File: src/sv/shape_pair_collision_faces_top_defines.svh
// Assertion macros for the shape pair collision block.
`ifndef SHAPE_PAIR_COLLISION_FACES_TOP_DEFINES_SVH
`define SHAPE_PAIR_COLLISION_FACES_TOP_DEFINES_SVH
`ifndef SYNTHESIS
// Implication checked on every clock edge outside reset.
`define SPCF_ASSERT_IMP(label, clk, rst_n, ante, cons) \
    label: assert property (@(posedge clk) disable iff (!rst_n) (ante) |-> (cons)) \
        else $error("assertion failed");
// Next-cycle implication checked on every clock edge outside reset.
`define SPCF_ASSERT_NEXT(label, clk, rst_n, ante, cons) \
    label: assert property (@(posedge clk) disable iff (!rst_n) (ante) |=> (cons)) \
        else $error("assertion failed");
`else
`define SPCF_ASSERT_IMP(label, clk, rst_n, ante, cons)
`define SPCF_ASSERT_NEXT(label, clk, rst_n, ante, cons)
`endif
`endif

File: src/sv/spcf_pkg.sv
package spcf_pkg;

    // Largest number of edge samples taken per direction.
    localparam int MaxSamples = 64;
    localparam int SampW = $clog2(MaxSamples + 1);

    // Margin taken off the first rectangle's size to form the sample step.
    localparam logic signed [22:0] EdgeMargin = 23'sd32;

    // Command codes.
    localparam logic [1:0] CMD_RR = 2'd0;
    localparam logic [1:0] CMD_CR = 2'd1;
    localparam logic [1:0] CMD_CC = 2'd2;
    localparam logic [1:0] CMD_NONE = 2'd3;

    // Face mask bits.
    localparam int F_LT = 0;
    localparam int F_RT = 1;
    localparam int F_LB = 2;
    localparam int F_RB = 3;
    localparam int F_TOP = 4;
    localparam int F_BOT = 5;
    localparam int F_LEFT = 6;
    localparam int F_RIGHT = 7;

    // Commands from the controller to the datapath.
    typedef struct packed {
        logic load;     // capture a new input beat
        logic prep;     // build boxes and overlap terms
        logic circ;     // compute circle distance products
        logic corners;  // test corners, settle overlap
        logic hinit;    // start the horizontal sampling pass
        logic vinit;    // start the vertical sampling pass
        logic sample;   // take one sample in the current pass
    } t_cmd;

    // Status from the datapath to the controller.
    typedef struct packed {
        logic pass_done;  // current sampling pass has no more samples
        logic h_needed;   // A narrower than B
        logic v_needed;   // A shorter than B
    } t_sts;

endpackage

File: src/sv/spcf_ctrl.sv
`include "shape_pair_collision_faces_top_defines.svh"

module spcf_ctrl (
    input  logic            i_clk,
    input  logic            i_rst_n,
    input  logic            i_in_valid,
    output logic            o_in_stall,
    output logic            o_out_valid,
    input  logic            i_out_stall,
    output spcf_pkg::t_cmd  o_cmd,
    input  spcf_pkg::t_sts  i_sts
);

    localparam logic [2:0] S_IDLE = 3'd0;
    localparam logic [2:0] S_PREP = 3'd1;
    localparam logic [2:0] S_CIRC = 3'd2;
    localparam logic [2:0] S_CORN = 3'd3;
    localparam logic [2:0] S_HORZ = 3'd4;
    localparam logic [2:0] S_VERT = 3'd5;
    localparam logic [2:0] S_OUT  = 3'd6;

    logic [2:0] r_state, n_state;
    logic       accept;

    assign accept = (r_state == S_IDLE) && i_in_valid;
    assign o_in_stall = (r_state != S_IDLE);
    assign o_out_valid = (r_state == S_OUT);

    // Next state and commands.
    always_comb begin
        n_state = r_state;
        o_cmd = '0;
        case (r_state)
            S_IDLE: begin
                o_cmd.load = accept;
                if (accept) n_state = S_PREP;
            end
            S_PREP: begin
                o_cmd.prep = 1'b1;
                n_state = S_CIRC;
            end
            S_CIRC: begin
                o_cmd.circ = 1'b1;
                n_state = S_CORN;
            end
            S_CORN: begin
                o_cmd.corners = 1'b1;
                o_cmd.hinit = 1'b1;
                n_state = S_HORZ;
            end
            S_HORZ: begin
                if (i_sts.h_needed && !i_sts.pass_done) begin
                    o_cmd.sample = 1'b1;
                end else begin
                    o_cmd.vinit = 1'b1;
                    n_state = S_VERT;
                end
            end
            S_VERT: begin
                if (i_sts.v_needed && !i_sts.pass_done) begin
                    o_cmd.sample = 1'b1;
                end else begin
                    n_state = S_OUT;
                end
            end
            S_OUT: begin
                if (!i_out_stall) n_state = S_IDLE;
            end
            default: n_state = S_IDLE;
        endcase
    end

    always_ff @(posedge i_clk) begin
        if (!i_rst_n) begin
            r_state <= S_IDLE;
        end else begin
            r_state <= n_state;
        end
    end

    `SPCF_ASSERT_NEXT(a_load_to_prep, i_clk, i_rst_n, o_cmd.load, r_state == S_PREP)
    `SPCF_ASSERT_IMP(a_no_take_while_out, i_clk, i_rst_n, o_out_valid, o_in_stall)
    `SPCF_ASSERT_NEXT(a_out_holds, i_clk, i_rst_n, o_out_valid && i_out_stall, o_out_valid)

endmodule

File: config.mk
export PLATFORM = sky130hd
export DESIGN_NAME = spcf_ctrl
export DESIGN_NICKNAME = d
export VERILOG_FILES = /design/src/sv/spcf_pkg.sv /design/src/sv/spcf_ctrl.sv
export VERILOG_INCLUDE_DIRS = /design/src /design/src/sv
export SDC_FILE = /design/constraint.sdc
export NUM_CORES = 1
export LEC_CHECK = 0
export BUFFER_PORTS_ARGS = -buffer_cell sky130_fd_sc_hd__buf_2
export CELL_PAD_IN_SITES_DETAIL_PLACEMENT = 0
export CELL_PAD_IN_SITES_GLOBAL_PLACEMENT = 1
export CORE_AREA = 5 5 42 44
export CTS_CLUSTER_SIZE = 20
export DETAILED_ROUTE_END_ITERATION = 10
export DIE_AREA = 0 0 47 49
export PLACE_DENSITY = 0.58
export SYNTH_ARGS = -nofsm -noshare
export SYNTH_HDL_FRONTEND = slang
export SYNTH_SLANG_ARGS = --single-unit
File: constraint.sdc
create_clock -name i_clk -period 1.4 [get_ports i_clk]
set_input_delay 0.21 -clock i_clk [delete_from_list [all_inputs] [get_ports i_clk]]
set_output_delay 0.21 -clock i_clk [all_outputs]
set_load 0.01 [all_outputs]
======== After elaboration in Yosys (flattened, before gate mapping) ========
Cells that the tools add are included.
operators by class
  eq/ne operators ......................... 10
  muxes and demuxes ....................... 14
  reductions and logical operators ........ 7
operators with widths
  operator                                             number
  one-hot mux 3 bit (7 select lines)                   1
  two-way mux 3 bit                                    4
  equality test 3 bit, second input constant           3
  != test 2 bit, second input constant                 4
  two-way mux 1 bit                                    7
  equality test 3 x 2 -> 1 bit, second input constant  2
  AND reduction 4 bit                                  1
  equality test 3 x 1 -> 1 bit, second input constant  1
  logical AND 1 bit                                    3
  zero test 3 bit                                      1
  nonzero test 3 bit                                   1
  two-way mux 2 bit                                    1
  one-hot mux 1 bit (2 select lines)                   1
  zero test 1 bit                                      1
word-level totals
  register bits after elaboration ......... 3
  output and inout port bits .............. 9
  word-level logic and storage cells ...... 32

======== Logic depth before layout (Yosys ltp) ========
Gate-level depths: netlist of run 1.
  word-level depth ........................ 4
  depth in mapped cells ................... 4

======== Least setup slack after synthesis of run 1 ========
No wires, ideal clock.
  path type ............................... reg-to-output
  start point ............................. register r_state[1]
  end point ............................... output o_cmd[6] (netlist bit)
  arrival time ............................ 0.962 ns
  path slack .............................. 0.228 ns
  stages on the path, launching flop included .. 4
  buffers on the path ..................... 1
  path through ............................ dfxtp_1 buf_6 or3_4 nor2_2
RTL lines
  what                      line             RTL
  start: declaration        spcf_ctrl.sv:22  logic [2:0] r_state, n_state;
  start signal: assignment  spcf_ctrl.sv:77  r_state <= n_state;
  end: declaration          spcf_ctrl.sv:10  output spcf_pkg::t_cmd o_cmd,

==> metrics.md, run 1 <==
| Metric | Value |
|---|---|
| Setup-violating endpoint count in the final report | `0` |
| Antenna diode instance count | `0` |
| Max frequency | `between 700 and 800 MHz` |
| Proportion of synthesized chip area in sequential cells | `0.198` |
| Area fraction in compound gates after synthesis | `0.107` |
| IR Drop Worst-Case VDD | `about 0.31 mV` |
| Hold-fix buffers at CTS | `0` |
| Layout fillers | `roughly 170` |
| Worst setup path startpoint | `r_state[1]` |
| Number of hold violations in the final report | `0` |
| WL per Instance | `between 10 and 15 um` |
| Clock network latency to the later pin of the worst-skew pair | `roughly 0.23 ns` |
| Core box area | `roughly 1400 sq um` |
| Number of flops mapped to enable cells by yosys | `0` |
| Detailed route wirelength on metal2 | `slightly below 400 um` |
| Register bit total from synthesis | `3` |
| FF-to-FF End | `r_state[0]` |
| Register with the highest flop count | `r_state` |
| Iteration-0 DRC count of the detailed router | `2` |
| Unrepaired setup endpoints after global routing | `yes` |
| Initial core utilization | `0.216` |
| Proportion of power drawn by the clock network | `0.411` |
| Met1 layer wirelength in the final routing | `~330 um` |
| Clock root buffer | `sky130_fd_sc_hd__clkbuf_4` |
| Worst-margin pin slew | `roughly 0.27 ns` |
| Top Metal Used | `met4` |
| # DRC | `0` |
| Largest net degree at the start of global routing | `8` |
| Power Internal | `around 0.26 mW` |
| Level count of the clock H-tree | `1` |
| Top cell type by total area after synthesis | `sky130_fd_sc_hd__dfxtp_1` |
| Endpoint arrival time on the critical path | `1.18 ns` |
| Final core utilization | `0.312` |
| Cell area after synthesis | `between 300 and 400 sq um` |
| Reg2Reg Launch Point | `r_state[1]` |
| Startpoint types | `register` |
| Die footprint | `2300 sq um` |
| Count of pins on the block boundary | `16` |
| WL final | `787 um` |
| Share of flip-flops with an asynchronous set or reset | `0` |
| Share of total power in sequential cells | `0.281` |
| Required arrival time at the worst endpoint | `1.19 ns` |
| Worst R2R Path Depth | `4` |
| Top post-synthesis cells by area | `sky130_fd_sc_hd__dfxtp_1, sky130_fd_sc_hd__buf_6, sky130_fd_sc_hd__nor3b_1` |
| Final worst-path cycle share | `0.990` |
| Relative slew slack | `0.820` |
| Initial antenna violation count | `0` |
| RePlAce Congestion | `between 0.6 and 0.7` |
| Top cells by instance count after synthesis | `sky130_fd_sc_hd__buf_6, sky130_fd_sc_hd__dfxtp_1, sky130_fd_sc_hd__nor3b_1` |
| Status | `completed` |
| Vias/cell | `between 4 and 5` |
| Top_reg_cell synth | `sky130_fd_sc_hd__dfxtp_1` |
| Top-area cell type share of the netlist area | `0.198` |
| Die boundary width | `47 um` |
| Total of max-cap violations | `0` |
| Combinational family with the most area after synthesis | `simple AND/OR/NAND/NOR gates` |
| Syn avg cell area | `around 8.9 sq um` |
| Simple-gate portion of the synthesized area | `0.512` |
| Power density of the placed cells | `around 850 nW/um^2` |
| Signed area change from the synthesized netlist to the final layout | `44.2%` |
| Timing endpoint of the critical path | `o_cmd[6]` |
| Static power due to leakage | `~0.22 nW` |
| Antenna Nets Post-Route | `0` |
| Critical path capture point type | `primary output` |
| Residual overflow from global routing | `0` |
| Fin Clk Skew | `between 0.00015 and 0.0002 ns` |
| Gate count of the mapped netlist | `34` |
| Proportion of power drawn by combinational gates | `0.308` |
| Fraction of layout cells with a size suffix above 1 | `0.582` |
| Distinct cell type count of the synthesized netlist | `26` |
| Total number of yosys warnings | `0` |
| Overall global routing resource usage | `0.0788` |
| First-pass GRT wire length | `roughly 1.3 mm` |
| Met3 wire length | `between 60 and 70 um` |
| Flip-flop count of the largest register after layout | `3` |
| Die Ht | `between 40 and 50 um` |
| Number of optimization iterations in the first detailed-route pass | `2` |
| Net load switching power | `0.108 mW` |
| Hold Path Depth | `2` |
| Adder and majority cell fraction of the synthesized area | `0` |
| Final critical delay including setup and external delays | `~1.4 ns` |
| Number of port buffers | `15` |
| Clock tree sinks | `3` |
| Type of the most critical hold path | `in2reg` |
| Post-synthesis xor/xnor area fraction | `0` |
| Syn nets | `between 40 and 50` |
| Setup Crit Path Kind | `reg2out` |
| CTS clock-pin slew for the worst setup and hold paths | `roughly 0.04 ns` |
| Half-perimeter wire length after placement | `approximately 560 um` |
| Number of placement rows | `14` |
| Switching share of total power | `0.289` |
| Via count of the first global-routing pass | `approximately 340` |
| Max-slew violations | `0` |
| NumNets Final | `63` |
| Fraction of synthesized area in multiplexers | `0.0331` |
| Critical-path maximum fanout | `7` |
| Final-layout setup total negative slack | `0 ns` |
| Worst-case clock buffer depth | `2` |
| Largest registers in the final layout | `r_state x3` |
| Flop2flop setup slack | `approximately 0.25 ns` |
| CTS tree | `built` |
| Number of vias in the routed layout | `~320` |
| Number of clock buffers inserted by TritonCTS | `3` |
-- worst max-delay path, cell delays in order (launching register included) --
cell and delay (ns):
sky130_fd_sc_hd__dfxtp_4 0.35, sky130_fd_sc_hd__or3_4 0.39, sky130_fd_sc_hd__nor2_2 0.07, sky130_fd_sc_hd__buf_2 0.13
-- cells by family after synthesis --
| group | count (synthesis) |
|---|---|
| buffers and inverters | 5 |
| flip-flops | 3 |
| AO/OA/AOI/OAI | 5 |
| AND/OR/NAND/NOR | 20 |
| multiplexers | 1 |
-- worst min path at each step --
stage,startpoint,to
final,i_rst_n,r_state[2]
after global placement,i_sts[0],r_state[0]
after CTS,i_sts[0],r_state[0]
after floorplan,i_rst_n,r_state[2]
after global routing,i_rst_n,r_state[2]
after detailed placement,i_sts[0],r_state[0]
-- power by group through the flow --
stage / combinational [mW] / clock [mW] / sequential (mW)
floorplan: 0.0818 / 0 / 0.0983
global placement: 0.0929 / 0 / 0.111
detailed placement: 0.0924 / 0 / 0.111
CTS: 0.116 / 0.160 / 0.104
global route: 0.127 / 0.172 / 0.106
finish: 0.115 / 0.153 / 0.105
-- timing repair --
item,4_1_cts,5_1_grt
pin swaps,1,1
resized for setup,5,0
gates cloned,0,0
setup endpoints to repair,4,3
buffers inserted,5,0
-- per-stage QoR --
stage / instances / cell area [sq um] / hold WS, ns / setup WS [ns] / power, mW
final: 71 / 437 / 0.250 / 0.0143 / 0.372
after global placement: 62 / 364 / 0.498 / 0.175 / 0.204
after detailed placement: 62 / 364 / 0.491 / 0.155 / 0.203
after floorplan: 34 / 303 / 0.328 / 0.228 / 0.180
after global routing: 71 / 437 / 0.246 / -0.0663 / 0.405
after CTS: 71 / 437 / 0.239 / -0.00790 / 0.381
-- area by class of cell --
cell class,instances,area (sq um),share of cell area
multi-input combinational,26,198,0.453
tap,16,20.0,0.0458
inverter,1,3.75,0.00860
sequential,3,68.8,0.158
timing repair buffer,21,120,0.275
clock buffer,4,26.3,0.0602
-- per-layer routing --
metal / up-vias / track usage
li1: 160 / -
met4: 0 / 0.0691
met5: - / 0
met2: 11 / 0.111
met3: 2 / 0.0332
met1: 148 / 0.0855
-- layout by cell type, fill, tap and decap left out, types with 2 or more instances in the layout --
cell type                  netlist  routed
sky130_fd_sc_hd__buf_4           1       6
sky130_fd_sc_hd__buf_2           0      15
sky130_fd_sc_hd__nor3b_1         3       3
sky130_fd_sc_hd__clkbuf_4        0       3
sky130_fd_sc_hd__nand2b_1        2       2
sky130_fd_sc_hd__nor2b_1         2       2
sky130_fd_sc_hd__dfxtp_4         0       2
Power figures use the tool's default switching activity.
==> inputs of run 2 (changes only) <==
- ABC_AREA: unset -> 1
- PLACE_DENSITY: 0.58 -> 0.74
==> run 2 against run 1 <==
  * Power increased by 130%
  * Sequential cell count unchanged
  * Sequential share of layout area down 0.57 points
  * Largest power group is now combinational logic
==> metrics.md, run 2 <==
| Metric | Value |
|---|---|
| Status | `completed` |
| Worst-margin pin slew | `0.206 ns (-0.0640 ns)` |
| Max frequency | `768 MHz (+6.4%)` |
| Layout fillers | `159 (-3.6%)` |
| Die boundary width | `47 um (unchanged)` |
| Die Ht | `49 um (unchanged)` |
| RePlAce Congestion | `0.815 (+31%)` |
| Half-perimeter wire length after placement | `649 um (+17%)` |
| Cell area after synthesis | `319 sq um (+5.4%)` |
| Distinct cell type count of the synthesized netlist | `16 (-38%)` |
| First-pass GRT wire length | `1.21 mm (-4.3%)` |
| Initial antenna violation count | `0 (unchanged)` |
| Power density of the placed cells | `1990 nW/um^2 (+130%)` |
| Final critical delay including setup and external delays | `1.30 ns (-0.0829 ns)` |
| Syn nets | `62 (+51%)` |
| Core box area | `1400 sq um (unchanged)` |
| Antenna diode instance count | `0 (unchanged)` |
| Number of flops mapped to enable cells by yosys | `0 (unchanged)` |
| Most common cell after layout, fill and taps aside | `sky130_fd_sc_hd__buf_2` |
| Overall global routing resource usage | `0.0710 (-0.00779)` |
| Fraction of synthesized area in multiplexers | `0 (-0.0331)` |
| Syn avg cell area | `5.80 sq um (-35%)` |
| Top cells by instance count after synthesis | `sky130_fd_sc_hd__nor2_1, sky130_fd_sc_hd__nand2_1, sky130_fd_sc_hd__inv_1` |
| Post-DP Area | `399 sq um (+9.6%)` |
| FF-to-FF End | `r_state[1]` |
| Type of the most critical hold path | `in2reg` |
| IR Drop Worst-Case VDD | `0.690 mV (+120%)` |
| Post-synthesis xor/xnor area fraction | `0 (unchanged)` |
| Number of hold violations in the final report | `0 (unchanged)` |
| Top post-synthesis cells by area | `sky130_fd_sc_hd__dfxtp_1, sky130_fd_sc_hd__nor2_1, sky130_fd_sc_hd__nand2_1` |
| Clock network latency to the later pin of the worst-skew pair | `0.23 ns (about the same)` |
| Adder and majority cell fraction of the synthesized area | `0 (unchanged)` |
| Number of clock buffers inserted by TritonCTS | `3 (unchanged)` |
| Critical-path maximum fanout | `5 (-2)` |
| Startpoint types | `register` |
| WL per Instance | `8.49 um (-23%)` |
| Top_reg_cell synth | `sky130_fd_sc_hd__dfxtp_1` |
| Unrepaired setup endpoints after global routing | `no` |
| Most common cell in the netlist | `sky130_fd_sc_hd__nor2_1` |
| Worst-case clock buffer depth | `2 (unchanged)` |
| End point of the most critical hold path | `r_state[1]` |
| Number of optimization iterations in the first detailed-route pass | `4 (+2)` |
| Final core utilization | `0.312 (unchanged)` |
| Setup-violating endpoint count in the final report | `0 (unchanged)` |
| Largest net degree at the start of global routing | `12 (+4)` |
| Placed cell count | `84 (+35%)` |
| Proportion of synthesized chip area in sequential cells | `0.188 (-0.0101)` |
| Critical path capture point type | `primary output` |
| Iteration-0 DRC count of the detailed router | `5 (+3)` |
| Relative slew slack | `0.862 (+0.0423)` |
| Combinational family with the most area after synthesis | `simple AND/OR/NAND/NOR gates` |
| Signed area change from the synthesized netlist to the final layout | `36.9%` |
| Count of pins on the block boundary | `16 (unchanged)` |
| Residual overflow from global routing | `0 (unchanged)` |
| Leading cell types in the layout, fill and taps excluded | `sky130_fd_sc_hd__buf_2, sky130_fd_sc_hd__nor2_1, sky130_fd_sc_hd__nand2_1` |
| Total of max-cap violations | `0 (unchanged)` |
| Setup Crit Path Kind | `reg2out` |
| Via count of the first global-routing pass | `315 (-7.9%)` |
| Clock tree sinks | `3 (unchanged)` |
| Final Cell Area | `437 sq um (unchanged)` |
| Number of placement rows | `14 (unchanged)` |
| Reg2Reg Launch Point | `r_state[1]` |
| Post-CTS Setup Bufs | `0 (-5)` |
| Post-route non-filler standard cell count | `88 (+24%)` |
| Area of the multi-input gates | `211 sq um (+7.0%)` |
| WL final | `747 um (-5.1%)` |
| Die footprint | `2300 sq um (unchanged)` |
| Static power due to leakage | `0.249 nW (+14%)` |
| Max-slew violations | `0 (unchanged)` |
| Initial core utilization | `0.228 (+0.0116)` |
| Fraction of layout cells with a size suffix above 1 | `0.458 (-0.123)` |
| Antenna Nets Post-Route | `0 (unchanged)` |
| Final-layout setup total negative slack | `0 ns (unchanged)` |
| Final worst-path cycle share | `0.931 (-0.0592)` |
| Vias/cell | `4.05 (-11%)` |
| Number of port buffers | `15 (unchanged)` |
| # DRC | `0 (unchanged)` |
| Fin Clk Skew | `0.0000690 ns (-0.0000991 ns)` |
| Area fraction in compound gates after synthesis | `0.0471 (-0.0604)` |
| NumNets Final | `80 (+27%)` |
| Combined flip-flop and latch cell area | `66.3 sq um (-3.6%)` |
| CTS tree | `built` |
| Gate count of the mapped netlist | `55 (+62%)` |
| Flip-flop count of the largest register after layout | `3 (unchanged)` |
| Required arrival time at the worst endpoint | `1.19 ns (about the same)` |
| Total power after layout | `0.868 mW (+130%)` |
| Hold wc startpoint | `i_rst_n` |
| Share of flip-flops with an asynchronous set or reset | `0 (unchanged)` |
| Clock root buffer | `sky130_fd_sc_hd__clkbuf_4` |
| Level count of the clock H-tree | `1 (unchanged)` |
| Hold Path Depth | `3 (+1)` |
| Register bit total from synthesis | `3 (unchanged)` |
| Number of vias in the routed layout | `356 (+11%)` |
| CTS clock-pin slew for the worst setup and hold paths | `0.03 ns (about the same)` |
| Simple-gate portion of the synthesized area | `0.600 (+0.0876)` |
| Register with the highest flop count | `r_state` |
| Top-area cell type share of the netlist area | `0.188 (-0.0101)` |
| Flop2flop setup slack | `0.35 ns (+0.10 ns)` |
| Worst R2R Path Depth | `7 (+3)` |
| Largest registers in the final layout | `r_state x3` |
| Total number of yosys warnings | `0 (unchanged)` |
| Top cell type by total area after synthesis | `sky130_fd_sc_hd__dfxtp_1` |
| Endpoint arrival time on the critical path | `1.09 ns (-0.09 ns)` |
[run 2: layer usage]
layer / GRT usage / part of all wire / vias up
li1: - / - / 198
met1: 0.0941 / 0.46 / 147
met2: 0.102 / 0.47 / 11
met3: 0.0369 / 0.074 / 0
met4: 0.0138 / 0 / 0
met5: 0 / 0 / -
[run 2: metrics by stage]
step                hold slack [ns]  worst slack (ns)
floorplan                     0.331             0.273
global placement              0.468             0.193
detailed placement            0.466             0.178
CTS                           0.220            0.0137
global route                  0.228            0.0128
finish                        0.217            0.0973
[run 2: layout make-up]
class	instances	area share
Multi-Input combinational cell	40	0.484
Timing Repair Buffer	15	0.172
Sequential cell	3	0.152
Inverter	10	0.0860
Clock buffer	4	0.0602
Tap cell	16	0.0458
[run 2: worst max-delay path, cell delays in order (launching register included)]
cell                      delay [ns]
sky130_fd_sc_hd__dfxtp_2        0.35
sky130_fd_sc_hd__inv_2          0.09
sky130_fd_sc_hd__nand2_2        0.08
sky130_fd_sc_hd__nor2_2         0.09
sky130_fd_sc_hd__nand2_2        0.06
sky130_fd_sc_hd__nand2_4        0.06
sky130_fd_sc_hd__buf_2          0.13
[run 2: timing repair]
action,CTS,global route
gates cloned,0,0
gates resized for setup,2,3
endpoints found under the setup margin,1,4
hold buffers,0,0
[run 2: worst max-delay path by stage]
stage | startpoint | endpoint | slack (ns) | cells past startpoint
3_5_place_dp | r_state[2] | o_cmd[0] | 0.18 | 5
3_3_place_gp | r_state[2] | o_cmd[0] | 0.19 | 5
4_1_cts | r_state[1] | o_cmd[3] | 0.01 | 3
2_1_floorplan | r_state[2] | o_cmd[3] | 0.27 | 3
5_1_grt | r_state[1] | o_cmd[3] | 0.01 | 3
6_report | r_state[1] | o_cmd[0] | 0.1 | 6
[run 2: cells by family (layout without fill, tap and decap cells)]
kind of cell | after synthesis | count (layout)
flops | 3 | 3
buf+inv | 12 | 29
simple gates | 37 | 37
compound gates | 3 | 3
[run 2: report_power, final]
part / internal [mW] / switching, mW / total, mW
Combinational: 0.197 / 0.303 / 0.501
Clock: 0.107 / 0.0414 / 0.148
Sequential: 0.138 / 0.0814 / 0.220
